**src/rtl/tdldc_pkg.sv**
```systemverilog
`timescale 1ns / 1ps
`default_nettype none

package tdldc_pkg;

	localparam int TABLE_ENTRIES_DEF = 8;

	localparam int IN_DATA_W  = 56;
	localparam int IN_USER_W  = 3;
	localparam int OUT_DATA_W = 16;
	localparam int CFG_IDX_W  = 2;
	localparam int CFG_DATA_W = 8;

	localparam logic [2:0] FN_WRITE_DATA   = 3'd0;
	localparam logic [2:0] FN_WRITE_STATUS = 3'd1;
	localparam logic [2:0] FN_SET_DIODES   = 3'd2;
	localparam logic [2:0] FN_CLR_DIODES   = 3'd3;
	localparam logic [2:0] FN_OFF          = 3'd4;
	localparam logic [2:0] FN_ON           = 3'd5;
	localparam logic [2:0] FN_TICK         = 3'd6;

	localparam logic [CFG_IDX_W-1:0] CFG_COMMON_CATHODE = 2'd0;
	localparam logic [CFG_IDX_W-1:0] CFG_BLANK_PATTERN  = 2'd1;
	localparam logic [CFG_IDX_W-1:0] CFG_DOT_MASK       = 2'd2;

	localparam int ST_FOCUS   = 15;
	localparam int ST_DEC     = 14;
	localparam int ST_HEX     = 13;
	localparam int ST_AUTOOFF = 12;
	localparam int ST_DOT0    = 11;
	localparam int ST_DOT1    = 10;
	localparam int ST_BLANK0  = 9;
	localparam int ST_BLANK1  = 8;
	localparam int ST_SDIODE  = 5;
	localparam int ST_RDIODE  = 4;

	localparam logic [15:0] ST_UPPER_MASK = 16'hFFF0;
	localparam logic [15:0] ST_SELECT_MASK = 16'b0000000000001111;

	localparam logic [6:0] DEC_MAX   = 7'd99;
	localparam logic [6:0] DEC_RADIX = 7'd10;

	localparam logic [7:0] RST_BLANK_PATTERN = 8'hFF;
	localparam logic [7:0] RST_DOT_MASK      = 8'h7F;

	typedef enum logic [1:0] {
		ST_IDLE,
		ST_SCAN,
		ST_DIV,
		ST_FORM
	} state_t;

	function automatic logic [7:0] seg_code(input logic [3:0] d);
		logic [7:0] s;
		case (d)
			4'h0: s = 8'b11000000;
			4'h1: s = 8'b11111001;
			4'h2: s = 8'b10100100;
			4'h3: s = 8'b10110000;
			4'h4: s = 8'b10011001;
			4'h5: s = 8'b10010010;
			4'h6: s = 8'b10000010;
			4'h7: s = 8'b11111000;
			4'h8: s = 8'b10000000;
			4'h9: s = 8'b10010000;
			4'hA: s = 8'h88;
			4'hB: s = 8'h83;
			4'hC: s = 8'hC6;
			4'hD: s = 8'hA1;
			4'hE: s = 8'h86;
			4'hF: s = 8'h8E;
			default: s = 8'hFF;
		endcase
		return s;
	endfunction

endpackage

`default_nettype wire

```
**src/rtl/two_digit_led_display_controller_core.sv**
```systemverilog
`timescale 1ns / 1ps
`default_nettype none
// Two-digit multiplexed seven-segment display driver with indicator diodes.
// Input beats (s_axis_*): tuser carries the function code, tdata the
// entry, data bytes, status value/mask and diode bits. Table writes, diode
// set/clear and off/on take effect in the accept cycle and give no output.
// A refresh tick gives one output beat (m_axis_*): segment byte and diode
// drive in tdata, the digit select in tuser.
// A tick walks the scan, divide and form steps. The scan reads one table
// entry per cycle until it meets an entry with the focus bit or the last
// entry; the divide step does one subtract-by-ten step per cycle through the
// single compare/subtract unit for decimal entries and passes hex/raw
// entries straight on; s_axis_tready comes back with output valid.
// s_axis_tready is high only while the sequencer is idle; other beats
// leave it idle. The output beat sits in a register: if the receiver
// stalls, a finished beat holds and the block keeps taking non-tick beats;
// a following tick waits in its final step until the register is free.
// Reset (arst_n low) clears the table, diodes, off flag, digit phase and
// config registers (common anode, blank pattern FF, dot mask 7F).
// Config writes (cfg_we) are taken any cycle and should come while idle.
module two_digit_led_display_controller_core #(
	parameter int TABLE_ENTRIES = tdldc_pkg::TABLE_ENTRIES_DEF
) (
	input  wire logic                             clk,
	input  wire logic                             arst_n,
	input  wire logic                             s_axis_tvalid,
	output logic                                  s_axis_tready,
	// entry[2:0], data_high[10:3], data_low[18:11], status_value[34:19],
	// status_mask[50:35], diode_bits[54:51], zero pad
	input  wire logic [tdldc_pkg::IN_DATA_W-1:0]  s_axis_tdata,
	// func[2:0]
	input  wire logic [tdldc_pkg::IN_USER_W-1:0]  s_axis_tuser,
	output logic                                  m_axis_tvalid,
	input  wire logic                             m_axis_tready,
	// segments[7:0], diode_drive[11:8], zero pad
	output logic [tdldc_pkg::OUT_DATA_W-1:0]      m_axis_tdata,
	// digit_select[0]
	output logic                                  m_axis_tuser,
	input  wire logic                             cfg_we,
	input  wire logic [tdldc_pkg::CFG_IDX_W-1:0]  cfg_index,
	input  wire logic [tdldc_pkg::CFG_DATA_W-1:0] cfg_data
);

	localparam int IDX_W = $clog2(TABLE_ENTRIES);
	localparam int AW = (IDX_W > 3) ? IDX_W : 3;
	localparam logic [IDX_W-1:0] LAST = IDX_W'(TABLE_ENTRIES - 1);

	tdldc_pkg::state_t state_q, state_d;

	logic [31:0]      table_q [TABLE_ENTRIES];
	logic [IDX_W-1:0] idx_q;
	logic [31:0]      word_q;
	logic [6:0]       rem_q;
	logic [3:0]       tens_q;
	logic             mux_phase_q;
	logic             off_q;
	logic [3:0]       diodes_q;
	logic             cc_q;
	logic [7:0]       blank_q;
	logic [7:0]       dotm_q;
	logic             m_tvalid_q;
	logic [tdldc_pkg::OUT_DATA_W-1:0] m_tdata_q;
	logic             m_tuser_q;

	// input fields
	logic [2:0]  in_func;
	logic [2:0]  in_entry;
	logic [7:0]  in_dhi;
	logic [7:0]  in_dlo;
	logic [15:0] in_sval;
	logic [15:0] in_smsk;
	logic [3:0]  in_dbits;

	assign in_func  = s_axis_tuser;
	assign in_entry = s_axis_tdata[2:0];
	assign in_dhi   = s_axis_tdata[10:3];
	assign in_dlo   = s_axis_tdata[18:11];
	assign in_sval  = s_axis_tdata[34:19];
	assign in_smsk  = s_axis_tdata[50:35];
	assign in_dbits = s_axis_tdata[54:51];

	logic             in_beat;
	logic [AW-1:0]    wr_addr;
	logic             wr_ok;
	logic [IDX_W-1:0] rd_addr;
	logic [31:0]      rd_word;
	logic [15:0]      st_new;
	logic [15:0]      st_up;

	assign in_beat = s_axis_tvalid && s_axis_tready;
	assign wr_addr = AW'(in_entry);
	assign wr_ok   = 32'(wr_addr) < 32'(TABLE_ENTRIES);
	assign rd_addr = (state_q == tdldc_pkg::ST_IDLE) ? wr_addr[IDX_W-1:0] : idx_q;
	assign rd_word = table_q[rd_addr];

	always_comb begin
		st_up  = (rd_word[15:0] & ~(in_smsk & tdldc_pkg::ST_UPPER_MASK))
			| (in_sval & in_smsk & tdldc_pkg::ST_UPPER_MASK);
		st_new = st_up;
		if ((in_smsk & tdldc_pkg::ST_SELECT_MASK) != 16'd0
			&& (st_up[tdldc_pkg::ST_SDIODE] || st_up[tdldc_pkg::ST_RDIODE])
			&& (in_sval & tdldc_pkg::ST_SELECT_MASK) != 16'd0) begin
			st_new = (st_up & ~tdldc_pkg::ST_SELECT_MASK)
				| (in_sval & tdldc_pkg::ST_SELECT_MASK);
		end
	end

	// control decode
	logic        scan_hit;
	logic        dec_mode;
	logic        ge_radix;
	logic        div_done;
	logic        out_free;

	assign dec_mode = !word_q[tdldc_pkg::ST_HEX] && word_q[tdldc_pkg::ST_DEC];
	assign ge_radix = rem_q >= tdldc_pkg::DEC_RADIX;

	always_comb begin
		s_axis_tready = (state_q == tdldc_pkg::ST_IDLE);
		scan_hit      = (idx_q == LAST) || rd_word[tdldc_pkg::ST_FOCUS];
		div_done      = !dec_mode || !ge_radix;
		out_free      = !m_tvalid_q || m_axis_tready;
	end

	always_comb begin
		state_d = state_q;
		case (state_q)
			tdldc_pkg::ST_IDLE: begin
				if (in_beat && in_func == tdldc_pkg::FN_TICK)
					state_d = tdldc_pkg::ST_SCAN;
			end
			tdldc_pkg::ST_SCAN: begin
				if (scan_hit)
					state_d = tdldc_pkg::ST_DIV;
			end
			tdldc_pkg::ST_DIV: begin
				if (div_done)
					state_d = tdldc_pkg::ST_FORM;
			end
			tdldc_pkg::ST_FORM: begin
				if (out_free)
					state_d = tdldc_pkg::ST_IDLE;
			end
			default: state_d = tdldc_pkg::ST_IDLE;
		endcase
	end

	// digit formatting and diode drive
	logic [15:0] st;
	logic [7:0]  v;
	logic [7:0]  d1;
	logic [7:0]  d0;
	logic [3:0]  lit;
	logic [3:0]  sel;
	logic        phase_n;
	logic [7:0]  seg;
	logic [3:0]  drive;

	always_comb begin
		st  = word_q[15:0];
		v   = word_q[23:16];
		sel = st[3:0];
		if (st[tdldc_pkg::ST_HEX]) begin
			d1 = tdldc_pkg::seg_code(v[7:4]);
			d0 = tdldc_pkg::seg_code(v[3:0]);
		end else if (st[tdldc_pkg::ST_DEC]) begin
			d1 = tdldc_pkg::seg_code(tens_q);
			d0 = tdldc_pkg::seg_code(rem_q[3:0]);
		end else begin
			d1 = word_q[31:24];
			d0 = v;
		end
		if (st[tdldc_pkg::ST_AUTOOFF] && d1 == tdldc_pkg::seg_code(4'h0))
			d1 = blank_q;
		if (st[tdldc_pkg::ST_DOT0])
			d0 = d0 & dotm_q;
		if (st[tdldc_pkg::ST_DOT1])
			d1 = d1 & dotm_q;
		if (st[tdldc_pkg::ST_BLANK0] || off_q)
			d0 = blank_q;
		if (st[tdldc_pkg::ST_BLANK1] || off_q)
			d1 = blank_q;

		if (off_q) begin
			lit = 4'd0;
		end else if (sel != 4'd0 && (st[tdldc_pkg::ST_SDIODE] || st[tdldc_pkg::ST_RDIODE])) begin
			lit = st[tdldc_pkg::ST_SDIODE] ? (diodes_q | sel) : (diodes_q & ~sel);
		end else begin
			lit = diodes_q;
		end

		phase_n = !mux_phase_q;
		seg     = phase_n ? d0 : d1;
		drive   = cc_q ? lit : ~lit;
		if (cc_q)
			seg = ~seg;
	end

	always_ff @(posedge clk or negedge arst_n) begin
		if (!arst_n) begin
			state_q     <= tdldc_pkg::ST_IDLE;
			idx_q       <= '0;
			mux_phase_q <= 1'b0;
			off_q       <= 1'b0;
			diodes_q    <= 4'd0;
			cc_q        <= 1'b0;
			blank_q     <= tdldc_pkg::RST_BLANK_PATTERN;
			dotm_q      <= tdldc_pkg::RST_DOT_MASK;
			m_tvalid_q  <= 1'b0;
			for (int i = 0; i < TABLE_ENTRIES; i++)
				table_q[i] <= 32'd0;
		end else begin
			state_q <= state_d;

			if (cfg_we) begin
				case (cfg_index)
					tdldc_pkg::CFG_COMMON_CATHODE: cc_q    <= cfg_data[0];
					tdldc_pkg::CFG_BLANK_PATTERN:  blank_q <= cfg_data;
					tdldc_pkg::CFG_DOT_MASK:       dotm_q  <= cfg_data;
					default: ;
				endcase
			end

			if (in_beat) begin
				case (in_func)
					tdldc_pkg::FN_WRITE_DATA: begin
						if (wr_ok)
							table_q[wr_addr[IDX_W-1:0]] <= {in_dhi, in_dlo, rd_word[15:0]};
					end
					tdldc_pkg::FN_WRITE_STATUS: begin
						if (wr_ok)
							table_q[wr_addr[IDX_W-1:0]] <= {rd_word[31:16], st_new};
					end
					tdldc_pkg::FN_SET_DIODES: diodes_q <= diodes_q | in_dbits;
					tdldc_pkg::FN_CLR_DIODES: diodes_q <= diodes_q & ~in_dbits;
					tdldc_pkg::FN_OFF:        off_q    <= 1'b1;
					tdldc_pkg::FN_ON:         off_q    <= 1'b0;
					tdldc_pkg::FN_TICK:       idx_q    <= '0;
					default: ;
				endcase
			end

			if (state_q == tdldc_pkg::ST_SCAN && !scan_hit)
				idx_q <= idx_q + 1'b1;

			if (state_q == tdldc_pkg::ST_FORM && out_free) begin
				m_tvalid_q  <= 1'b1;
				mux_phase_q <= phase_n;
			end else if (m_axis_tready) begin
				m_tvalid_q <= 1'b0;
			end
		end
	end

	// datapath registers
	always_ff @(posedge clk) begin
		if (state_q == tdldc_pkg::ST_SCAN && scan_hit) begin
			word_q <= rd_word;
			tens_q <= 4'd0;
			rem_q  <= (rd_word[23:16] > 8'(tdldc_pkg::DEC_MAX)) ? tdldc_pkg::DEC_MAX
				: rd_word[22:16];
		end
		if (state_q == tdldc_pkg::ST_DIV && dec_mode && ge_radix) begin
			rem_q  <= rem_q - tdldc_pkg::DEC_RADIX;
			tens_q <= tens_q + 4'd1;
		end
		if (state_q == tdldc_pkg::ST_FORM && out_free) begin
			m_tdata_q <= {4'd0, drive, seg};
			m_tuser_q <= phase_n;
		end
	end

	assign m_axis_tvalid = m_tvalid_q;
	assign m_axis_tdata  = m_tdata_q;
	assign m_axis_tuser  = m_tuser_q;

`ifndef SYNTH
	a_tick_busy: assert property (@(posedge clk) disable iff (!arst_n)
		(in_beat && in_func == tdldc_pkg::FN_TICK) |=> !s_axis_tready)
		else $error("tick beat did not start the sequencer");

	a_phase_match: assert property (@(posedge clk) disable iff (!arst_n)
		m_axis_tvalid |-> (m_axis_tuser == mux_phase_q))
		else $error("held digit select differs from mux phase");

	a_rem_range: assert property (@(posedge clk) disable iff (!arst_n)
		(state_q == tdldc_pkg::ST_DIV) |-> (rem_q <= tdldc_pkg::DEC_MAX))
		else $error("decimal remainder above clamp");

	a_scan_range: assert property (@(posedge clk) disable iff (!arst_n)
		(state_q == tdldc_pkg::ST_SCAN) |-> (32'(idx_q) < 32'(TABLE_ENTRIES)))
		else $error("scan index past last entry");

	a_tens_digit: assert property (@(posedge clk) disable iff (!arst_n)
		(state_q == tdldc_pkg::ST_FORM) |-> (tens_q <= 4'd9))
		else $error("tens digit out of range");
`endif

endmodule

`default_nettype wire
```
**config.mk**
```make
export PLATFORM = sky130hd
export DESIGN_NAME = two_digit_led_display_controller_core
export DESIGN_NICKNAME = d
export VERILOG_FILES = /design/src/rtl/tdldc_pkg.sv /design/src/rtl/two_digit_led_display_controller_core.sv
export SDC_FILE = /design/constraint.sdc
export NUM_CORES = 1
export LEC_CHECK = 0
export BUFFER_PORTS_ARGS = -buffer_cell sky130_fd_sc_hd__buf_2
export CAP_MARGIN = 20
export CORE_MARGIN = 8
export CORE_UTILIZATION = 55
export DETAILED_ROUTE_END_ITERATION = 7
export GPL_ROUTABILITY_DRIVEN = 0
export PLACE_DENSITY_LB_ADDON = 0.15
export SYNTH_ARGS = -nofsm -noshare
export SYNTH_HDL_FRONTEND = slang
export SYNTH_SLANG_ARGS = --single-unit
```
**constraint.sdc**
```tcl
create_clock -name clk -period 4.25 [get_ports clk]
set_input_delay 0 -clock clk [delete_from_list [all_inputs] [get_ports clk]]
set_output_delay 0 -clock clk [all_outputs]
set_load 0.03 [all_outputs]
```
==> impl_metrics.ini, run 1 <==
[run_status]
status = complete, no violations

[cts]
clock_latency_ns = 0.54
cts_max_path_buffers = 3
cts-root-buf = clkbuf_16
cts-htree-levels = 2
cts_made_buffers = 39
cts_setup_buffers = 0
cts_tree = yes
clk_pin_slew_ns = 0.06
clock-sinks = 350

[sta]
hold_viol = 0
slew_headroom = 0.244
tightest_slew_ns = 1.13
final_max_slew_viol_count = 0
fin_ws_ns = 0.328
hold-worst-slack_ns = 0.0265
finalSetupViolCount = 0
min_period_ns = 3.92
fin_skew_ns = 0.0229
rsz0062_at_grt = false
min_period_over_period = 0.923
final.setup.tns_ns = 0
fmax_mhz = 255

[global_route]
grt_usage = 0.240
grt_pass1_vias = 13350
grt_max_degree = 123
antenna_found_initial = 2
grt_pass1_wl_um = 73200
grt_overflow = 0

[logic_synthesis]
ys.flop_type = dfrtp_1
netlist_instances = 1741
synth_edf_count = 53
synth.distinct_cells = 73
yosysWarnings = 0
netlist_area_mm2 = 0.0174
synth.yosys.seq_area_share = 0.513
synthArstFlopShare = 0.769
synth_seq_cells = 350
syn_avg_cell_area_um2 = 9.98

[power_and_ir_drop]
combPwrFrac = 0.391
power_w = 0.0137
p_sw_frac = 0.374
p_switching_w = 0.00513
internal_power_w = 0.00860
p_leak_nw = 9.35
ir_worst_vdd_mv = 0.362
p_seq_frac = 0.356
powerDensity_mw_per_mm2 = 680
power_frac_clock = 0.252

[finish]
fin_area_mm2 = 0.0202
mostFrequentLayoutCells = nand2_1 (519), dfrtp_1 (254), mux2_2 (155)
layout_commonest_cell = nand2_1
syn_to_final_growth_pct = 16.2
drive_above_1_share = 0.220
finalNetCount = 1980
nFillCells = 2552

[route]
drt-initial-drc-count = 935
routedWlPerCell_um = 19.6
vias_per_cell = 5.78
drc = 0
ant_nets = 0
firstDrtPassIters = 5
vias = 13323
postRouteWirelength_um = 45200

[critical_path]
required_ns = 4.66
arrival_ns = 4.33
rrSetupSlack_ns = 0.33
crit_chain = inv_1 > ha_2 > mux2i_4 > mux4_2 > and3_4 > a211oi_4 > inv_2 > nor2_1 > a21oi_1 > ha_1 > inv_1 > mux4_2
reg2reg_depth = 12
r2r-start = state_q[0]
critical_path_class = reg2reg
end_kind = flop
crit_path_max_fanout = 15
cpLargestDelayFamily = multiplexers
cpMaxStageDelayCell = mux4_2
worst-path-buf-inv = 3
worst-path-stages = 12
crit_path_start = state_q[0]
cp-start-kind = flop
max_stage_delay_ns = 0.57

[floorplanning]
rows = 65
dieArea_mm2 = 0.0375
die_w_um = 194
start_util = 0.555
num_io_pins = 93
design.core.area_mm2 = 0.0313
die_h_um = 194

[run]
cap_violations = 0

[place]
postPlaceCellArea_mm2 = 0.0183
portBuffers = 83
hpwlAfterDp_um = 29100
pre_cts_ws_ns = 0.110

[worst_hold_path]
hp-class = in2reg
-- cells by family (layout without fill, tap and decap cells) --
group / Yosys count / after routing / share of synthesized area
xor gates and xnor gates: 20 / 20 / 0.0101
and+or+nand+nor: 702 / 702 / 0.169
DFF: 350 / 350 / 0.513
AOI/OAI and AO/OA: 273 / 273 / 0.105
other: 1 / 5 / 0.000216
adders and majority gates: 33 / 33 / 0.0238
muxes: 222 / 222 / 0.146
buffers and inverters: 140 / 300 / 0.0339
-- metal layers --
layer  share of wire  track usage  vias up
met4           0.027       0.0761        2
met5         0.00035            0        -
met2            0.47        0.387      372
li1                -            -     6285
met1            0.44        0.327     6579
met3           0.061       0.0437       85
-- worst min-delay path, cell delays in order --
cell and delay [ns]:
buf_2 0.10, nand2_1 0.05, mux2_2 0.25, nand2_1 0.07, nand2_1 0.05
-- flip-flops by register name, summed over array words and instances, names as in the netlist, named ones only --
register,cells
tens_q,4
blank_q,8
dotm_q,8
m_axis_tdata,12
off_q,1
state_q,2
cc_q,1
rem_q,7
idx_q,3
mux_phase_q,1
table_q,240
word_q,29
m_axis_tuser,1
m_axis_tvalid,1
-- through the flow --
stage / util / cells
after floorplan: - / 1744
after global placement: 0.585 / 2182
after detailed placement: 0.585 / 2182
after CTS: 0.643 / 2304
after global routing: 0.645 / 2307
final: 0.645 / 2307
-- area by class of cell --
cell class / count / area (µm²) / share of cell area
sequential: 350 / 8900 / 0.441
multi-input combinational: 1254 / 7940 / 0.393
timing repair buffer: 192 / 1380 / 0.0684
clock buffer: 49 / 1070 / 0.0532
tap: 402 / 503 / 0.0249
clock inverter: 23 / 246 / 0.0122
inverter: 36 / 135 / 0.00669
antenna: 1 / 2.50 / 0.000124
-- power groups by stage --
stage / clock, W / sequential, W / combinational, W
after floorplan: 0 / 0.00486 / 0.00366
after global placement: 0 / 0.00491 / 0.00514
after detailed placement: 0 / 0.00494 / 0.00524
after CTS: 0.00351 / 0.00489 / 0.00535
after global routing: 0.00365 / 0.00500 / 0.00588
final: 0.00346 / 0.00490 / 0.00537
-- worst min-delay path by stage --
stage / from / slack [ns] / end / cells past startpoint
5_1_grt: s_axis_tdata[46] / 0.05 / table_q[107] / 5
2_1_floorplan: arst_n / -0.30 / async pin / 0
3_5_place_dp: arst_n / 0.17 / table_q[157] / 1
6_report: s_axis_tdata[46] / 0.03 / table_q[43] / 5
4_1_cts: s_axis_tdata[46] / 0.02 / table_q[43] / 5
3_3_place_gp: arst_n / 0.17 / table_q[157] / 1
-- Yosys cell counts, types with 5 or more instances --
cell	count	share of area
and3_1	30	0.011
o21ai_1	9	0.0026
mux2_2	155	0.10
inv_1	33	0.0071
a211oi_1	8	0.0035
o31ai_1	11	0.0048
dfxtp_1	28	0.032
nor2b_1	14	0.0050
mux4_2	8	0.010
nand2_1	522	0.11
a21oi_1	24	0.0069
ha_1	33	0.024
dfstp_2	15	0.023
o22ai_1	7	0.0025
a22oi_1	5	0.0022
o21ai_0	106	0.031
clkbuf_1	70	0.015
dfrtp_1	254	0.37
a22o_1	9	0.0045
nor3_1	10	0.0029
o221ai_1	9	0.0045
nand3_1	43	0.012
xnor2_1	10	0.0050
edfxtp_1	53	0.092
a31o_2	11	0.0055
xor2_1	10	0.0050
buf_2	18	0.0052
or2_2	7	0.0025
a31oi_1	17	0.0061
a311oi_1	11	0.0055
buf_1	8	0.0017
buf_4	5	0.0022
nand2b_1	8	0.0029
nor2_1	45	0.0097
mux2i_1	55	0.032
nor3b_1	5	0.0022
-- timing repair --
action,in CTS,in global routing
gates resized for setup,0,2
hold buffers,50,0
endpoints found under the setup margin,0,28
hold endpoints to repair,297,0
No activity file was read; power rests on OpenSTA's default activity.
==> inputs of run 2 (changes only) <==
Settings changed: CTS_BUF_LIST set to sky130_fd_sc_hd__clkbuf_4.
==> run 2 against run 1 <==
  * Sequential power hardly changed
  * Critical path depth is 2 higher
  * Combinational power is 2% higher
  * Power is 1.4% lower
  * Maximum frequency is 0.17% lower
  * Clock skew is 0.016 ns higher
==> impl_metrics.ini, run 2 (synthesis gave the netlist of run 1 again) <==
[run_status]
status = complete, no violations

[sta]
rsz0062_at_grt = false
slew_headroom = 0.227
hold_viol = 0
final.setup.tns_ns = 0
finalSetupViolCount = 0
tightest_slew_ns = 1.16
min_period_ns = 3.93
min_period_over_period = 0.924
final_max_slew_viol_count = 0
fmax_mhz = 255
fin_skew_ns = 0.0386

[route]
drc = 0
vias = 13883
firstDrtPassIters = 7
drt-initial-drc-count = 1027
routedWlPerCell_um = 19.1
vias_per_cell = 5.67
postRouteWirelength_um = 46800
ant_nets = 0

[power_and_ir_drop]
p_leak_nw = 9.63
powerDensity_mw_per_mm2 = 659
p_seq_frac = 0.362
ir_worst_vdd_mv = 0.326
combPwrFrac = 0.404
p_switching_w = 0.00522
power_frac_clock = 0.234
internal_power_w = 0.00831
power_w = 0.0135
p_sw_frac = 0.386

[floorplanning]
die_w_um = 194
die_h_um = 194
num_io_pins = 93
rows = 65
dieArea_mm2 = 0.0375
start_util = 0.555
design.core.area_mm2 = 0.0313

[critical_path]
crit_chain = inv_1 > ha_2 > mux2i_4 > mux4_2 > and3_4 > a211oi_4 > inv_2 > buf_4 > mux2i_1 > inv_1 > ha_1 > nor2b_1 > a21o_1 > a22o_1
r2r-start = state_q[0]
crit_path_max_fanout = 15
max_stage_delay_ns = 0.57
arrival_ns = 4.54
cpMaxStageDelayCell = mux4_2
critical_path_class = reg2reg
crit_top_cell = inv_1
cp-start-kind = flop
end_kind = flop
crit_path_start = state_q[0]
required_ns = 4.86

[global_route]
grt_overflow = 0
antenna_found_initial = 2
grt_usage = 0.251
grt_pass1_wl_um = 76100
grt_pass1_vias = 14080
grt_max_degree = 119

[worst_hold_path]
hp-start = cfg_data[2]
hp-class = in2reg

[cts]
cts_tree = yes
cts-root-buf = clkbuf_4
clk_pin_slew_ns = 0.06
clock_latency_ns = 0.75
cts-htree-levels = 3
cts_max_path_buffers = 3
cts_made_buffers = 96
cts_setup_buffers = 0
clock-sinks = 350

[finish]
syn_to_final_growth_pct = 18.2
finalNetCount = 2070
mostFrequentLayoutCells = nand2_1 (519), dfrtp_1 (254), mux2_2 (155)
top_register = table_q
drive_above_1_share = 0.256
layout_commonest_cell = nand2_1
largest_register_ff_count = 240

[run]
cap_violations = 0

[place]
hpwlAfterDp_um = 29100
portBuffers = 83
run 2: cell types whose count changed in the layout (fill, tap and decap cells not counted), moves of 3 or more:
cell	delta
clkinv_1	+10
clkbuf_1	-5
dlygate4sd3_1	+32
clkbuf_16	-40
clkbuf_4	+153
clkbuf_8	-4
bufinv_16	-3
run 2: stage by stage:
stage / worst slack, ns / util / hold slack (ns) / cell area, µm² / instances
after floorplan: 0.237 / - / -0.296 / 17400 / 1744
after global placement: 0.249 / 0.585 / 0.170 / 18300 / 2182
after detailed placement: 0.110 / 0.585 / 0.170 / 18300 / 2182
after CTS: 0.100 / 0.654 / 0.000408 / 20500 / 2445
after global routing: 0.112 / 0.656 / 0.0346 / 20500 / 2449
final: 0.322 / 0.656 / 0.0845 / 20500 / 2449
run 2: cell type report:
class                           instances  area (µm²)
Inverter                               36         135
Antenna cell                            2        5.00
Multi-Input combinational cell       1254        7950
Clock inverter                         27         163
Fill cell                            2546       10800
Clock buffer                          153        1150
Sequential cell                       350        8900
Timing Repair Buffer                  225        1730
Tap cell                              402         503
run 2: final timing paths:
path | endpoint | slack, ns | cells after the start
worst max-delay path | flop | 0.32 | 14
max in group asynchronous | cc_q | 3.24 | 4
min in group asynchronous | table_q[63] | 0.51 | 4
worst min-delay path | blank_q[2] | 0.08 | 3
worst min register to register | table_q[55] | 0.47 | 2
worst max register to register | flop | 0.32 | 14
run 2: power groups by stage:
stage               combinational (W)  sequential, W  clock, W
floorplan                     0.00366        0.00486         0
global placement              0.00514        0.00491         0
detailed placement            0.00524        0.00494         0
CTS                           0.00541        0.00488   0.00325
global route                  0.00598        0.00500   0.00343
finish                        0.00547        0.00490   0.00317
run 2: critical path: cells and delay by family, from the launching register on:
kind | cells | cell delay, ns
buffers and inverters | 4 | 0.68
flip-flops | 1 | 0.40
AO/OA/AOI/OAI | 3 | 0.55
AND/OR/NAND/NOR | 2 | 0.35
multiplexers | 3 | 1.23
adder cells (fa/ha/maj) | 2 | 0.57
run 2: layer usage:
metal | global-route usage | up-vias | part of all wire
met2 | 0.405 | 423 | 0.48
met1 | 0.334 | 6843 | 0.45
li1 | - | 6538 | -
met5 | 0 | - | 0
met3 | 0.0517 | 79 | 0.055
met4 | 0.0838 | 0 | 0.021
run 2: what timing repair did:
item,4_1_cts,5_1_grt
setup endpoints to repair,0,37
gates resized for setup,0,3
hold endpoints to repair,386,0
hold buffers,83,0
==> inputs of run 3 (changes only) <==
Settings changed: BUFFER_PORTS_ARGS -buffer_cell sky130_fd_sc_hd__buf_2 to -buffer_cell sky130_fd_sc_hd__buf_4, CORE_ASPECT_RATIO set to 1.4.
==> run 3 against run 2 <==
  * Final cell count down 0.98%
  * Global-route usage down 0.25 points
  * Maximum frequency down 1.4%
  * Worst hold slack better by 0.080 ns
  * Clock power down 11%
  * Via count down 0.17%
  * Critical path type unchanged
==> impl_metrics.ini, run 3 (synthesis gave the netlist of run 1 again) <==
[global_route]
antenna_found_initial = 1
grt_max_degree = 147
grt_overflow = 0
grt_pass1_wl_um = 74100
grt_usage = 0.248
grt_pass1_vias = 13924

[worst_hold_path]
hp-start = s_axis_tdata[0]
hp-class = in2reg

[floorplanning]
start_util = 0.555
rows = 77
die_w_um = 166
design.core.area_mm2 = 0.0313
num_io_pins = 93
die_h_um = 226
dieArea_mm2 = 0.0376

[sta]
final_max_slew_viol_count = 0
finalSetupViolCount = 0
final.setup.tns_ns = 0
min_period_over_period = 0.937
min_period_ns = 3.98
slew_headroom = 0.233
hold-worst-slack_ns = 0.164
hold_viol = 0
tightest_slew_ns = 1.15
fin_ws_ns = 0.266
fmax_mhz = 251
fin_skew_ns = 0.0617
rsz0062_at_grt = false

[cts]
cts_tree = yes
clock-sinks = 350
cts_made_buffers = 90
cts_setup_buffers = 0
clock_latency_ns = 0.79
clk_pin_slew_ns = 0.06
cts-htree-levels = 3
cts-root-buf = clkbuf_4
cts_max_path_buffers = 3

[route]
vias = 13859
drc = 0
firstDrtPassIters = 7
vias_per_cell = 5.72
ant_nets = 0
postRouteWirelength_um = 46700
drt-initial-drc-count = 1073
routedWlPerCell_um = 19.3

[finish]
finalNetCount = 2065
top_register = table_q
syn_to_final_growth_pct = 18.4
layout_commonest_cell = nand2_1
mostFrequentLayoutCells = nand2_1 (521), dfrtp_1 (254), mux2_2 (155)
largest_register_ff_count = 240
drive_above_1_share = 0.245
fin_cells = 2425

[critical_path]
crit_path_start = state_q[0]
r2r-start = state_q[0]
arrival_ns = 4.64
reg2reg_depth = 14
end_kind = flop
crit_path_max_fanout = 11
cp-start-kind = flop
required_ns = 4.91
rrSetupSlack_ns = 0.27
critical_path_class = reg2reg

[power_and_ir_drop]
power_frac_clock = 0.214
power_w = 0.0131
ir_worst_vdd_mv = 0.349
powerDensity_mw_per_mm2 = 639
p_sw_frac = 0.390
combPwrFrac = 0.412
internal_power_w = 0.00802
p_leak_nw = 9.59
p_switching_w = 0.00512
p_seq_frac = 0.373

[place]
portBuffers = 83
pre_cts_ws_ns = 0.124
dpl.cell_count = 2170
hpwlAfterDp_um = 29200

[run]
cap_violations = 0

[run_status]
status = complete, no violations
## run 3: cell types whose count changed in the layout (fill, tap and decap cells not counted)
cell           change
a221oi_2           -1
diode_2            +1
inv_2              +3
nand2_1            +2
buf_6              +1
clkinv_1           -2
buf_4             +75
nand2_2            -2
bufinv_16          -2
a221oi_1           +1
dlygate4sd3_1      +8
clkbuf_4          -19
buf_2             -82
## run 3: cell type report
cell class / count / area [µm²]
antenna: 3 / 7.51
clock buffer: 135 / 1010
clock inverter: 26 / 106
fill: 2481 / 10800
inverter: 36 / 135
multi-input combinational: 1254 / 7930
sequential: 350 / 8900
tap: 395 / 494
timing repair buffer: 226 / 1970
## run 3: how the worst min path moves through the flow
stage	to	slack (ns)	cells past startpoint
6_report	word_q[5]	0.16	5
5_1_grt	cc_q	0.16	4
4_1_cts	word_q[5]	0.07	5
3_5_place_dp	table_q[213]	0.006	1
3_3_place_gp	table_q[21]	0.001	1
2_1_floorplan	async pin	-0.30	0
## run 3: repair_timing
item / CTS / global route
hold buffers: 91 / 0
setup endpoints to repair: 0 / 10
hold endpoints to repair: 523 / 0
gates resized for setup: 0 / 3
## run 3: stage by stage
| stage | cell area (µm²) | util |
|---|---|---|
| 2_1_floorplan | 17400 | - |
| 3_3_place_gp | 18500 | 0.591 |
| 3_5_place_dp | 18500 | 0.591 |
| 4_1_cts | 20500 | 0.656 |
| 5_1_grt | 20600 | 0.656 |
| 6_report | 20600 | 0.657 |
## run 3: power groups by stage
stage          logic (W)  clock network (W)  registers (W)
3_3_place_gp     0.00515                  0        0.00492
3_5_place_dp     0.00526                  0        0.00495
5_1_grt          0.00592            0.00306        0.00500
2_1_floorplan    0.00366                  0        0.00486
6_report         0.00542            0.00282        0.00491
4_1_cts          0.00541            0.00289        0.00490
## run 3: worst max-delay path, stage by stage, from the launching register on
cell	delay, ns
dfrtp_1	0.39
inv_1	0.14
ha_2	0.35
buf_4	0.21
mux2_2	0.48
mux4_2	0.34
mux2i_2	0.20
inv_2	0.06
o311a_1	0.43
a2111oi_2	0.28
or3_1	0.24
inv_2	0.09
ha_1	0.23
and3b_1	0.18
a221o_1	0.25
## run 3: routing by layer
layer	vias up	global-route usage	part of all wire
met5	-	0	0
met4	0	0.110	0.029
met3	85	0.0430	0.051
met2	417	0.437	0.51
met1	6839	0.296	0.41
li1	6518	-	-
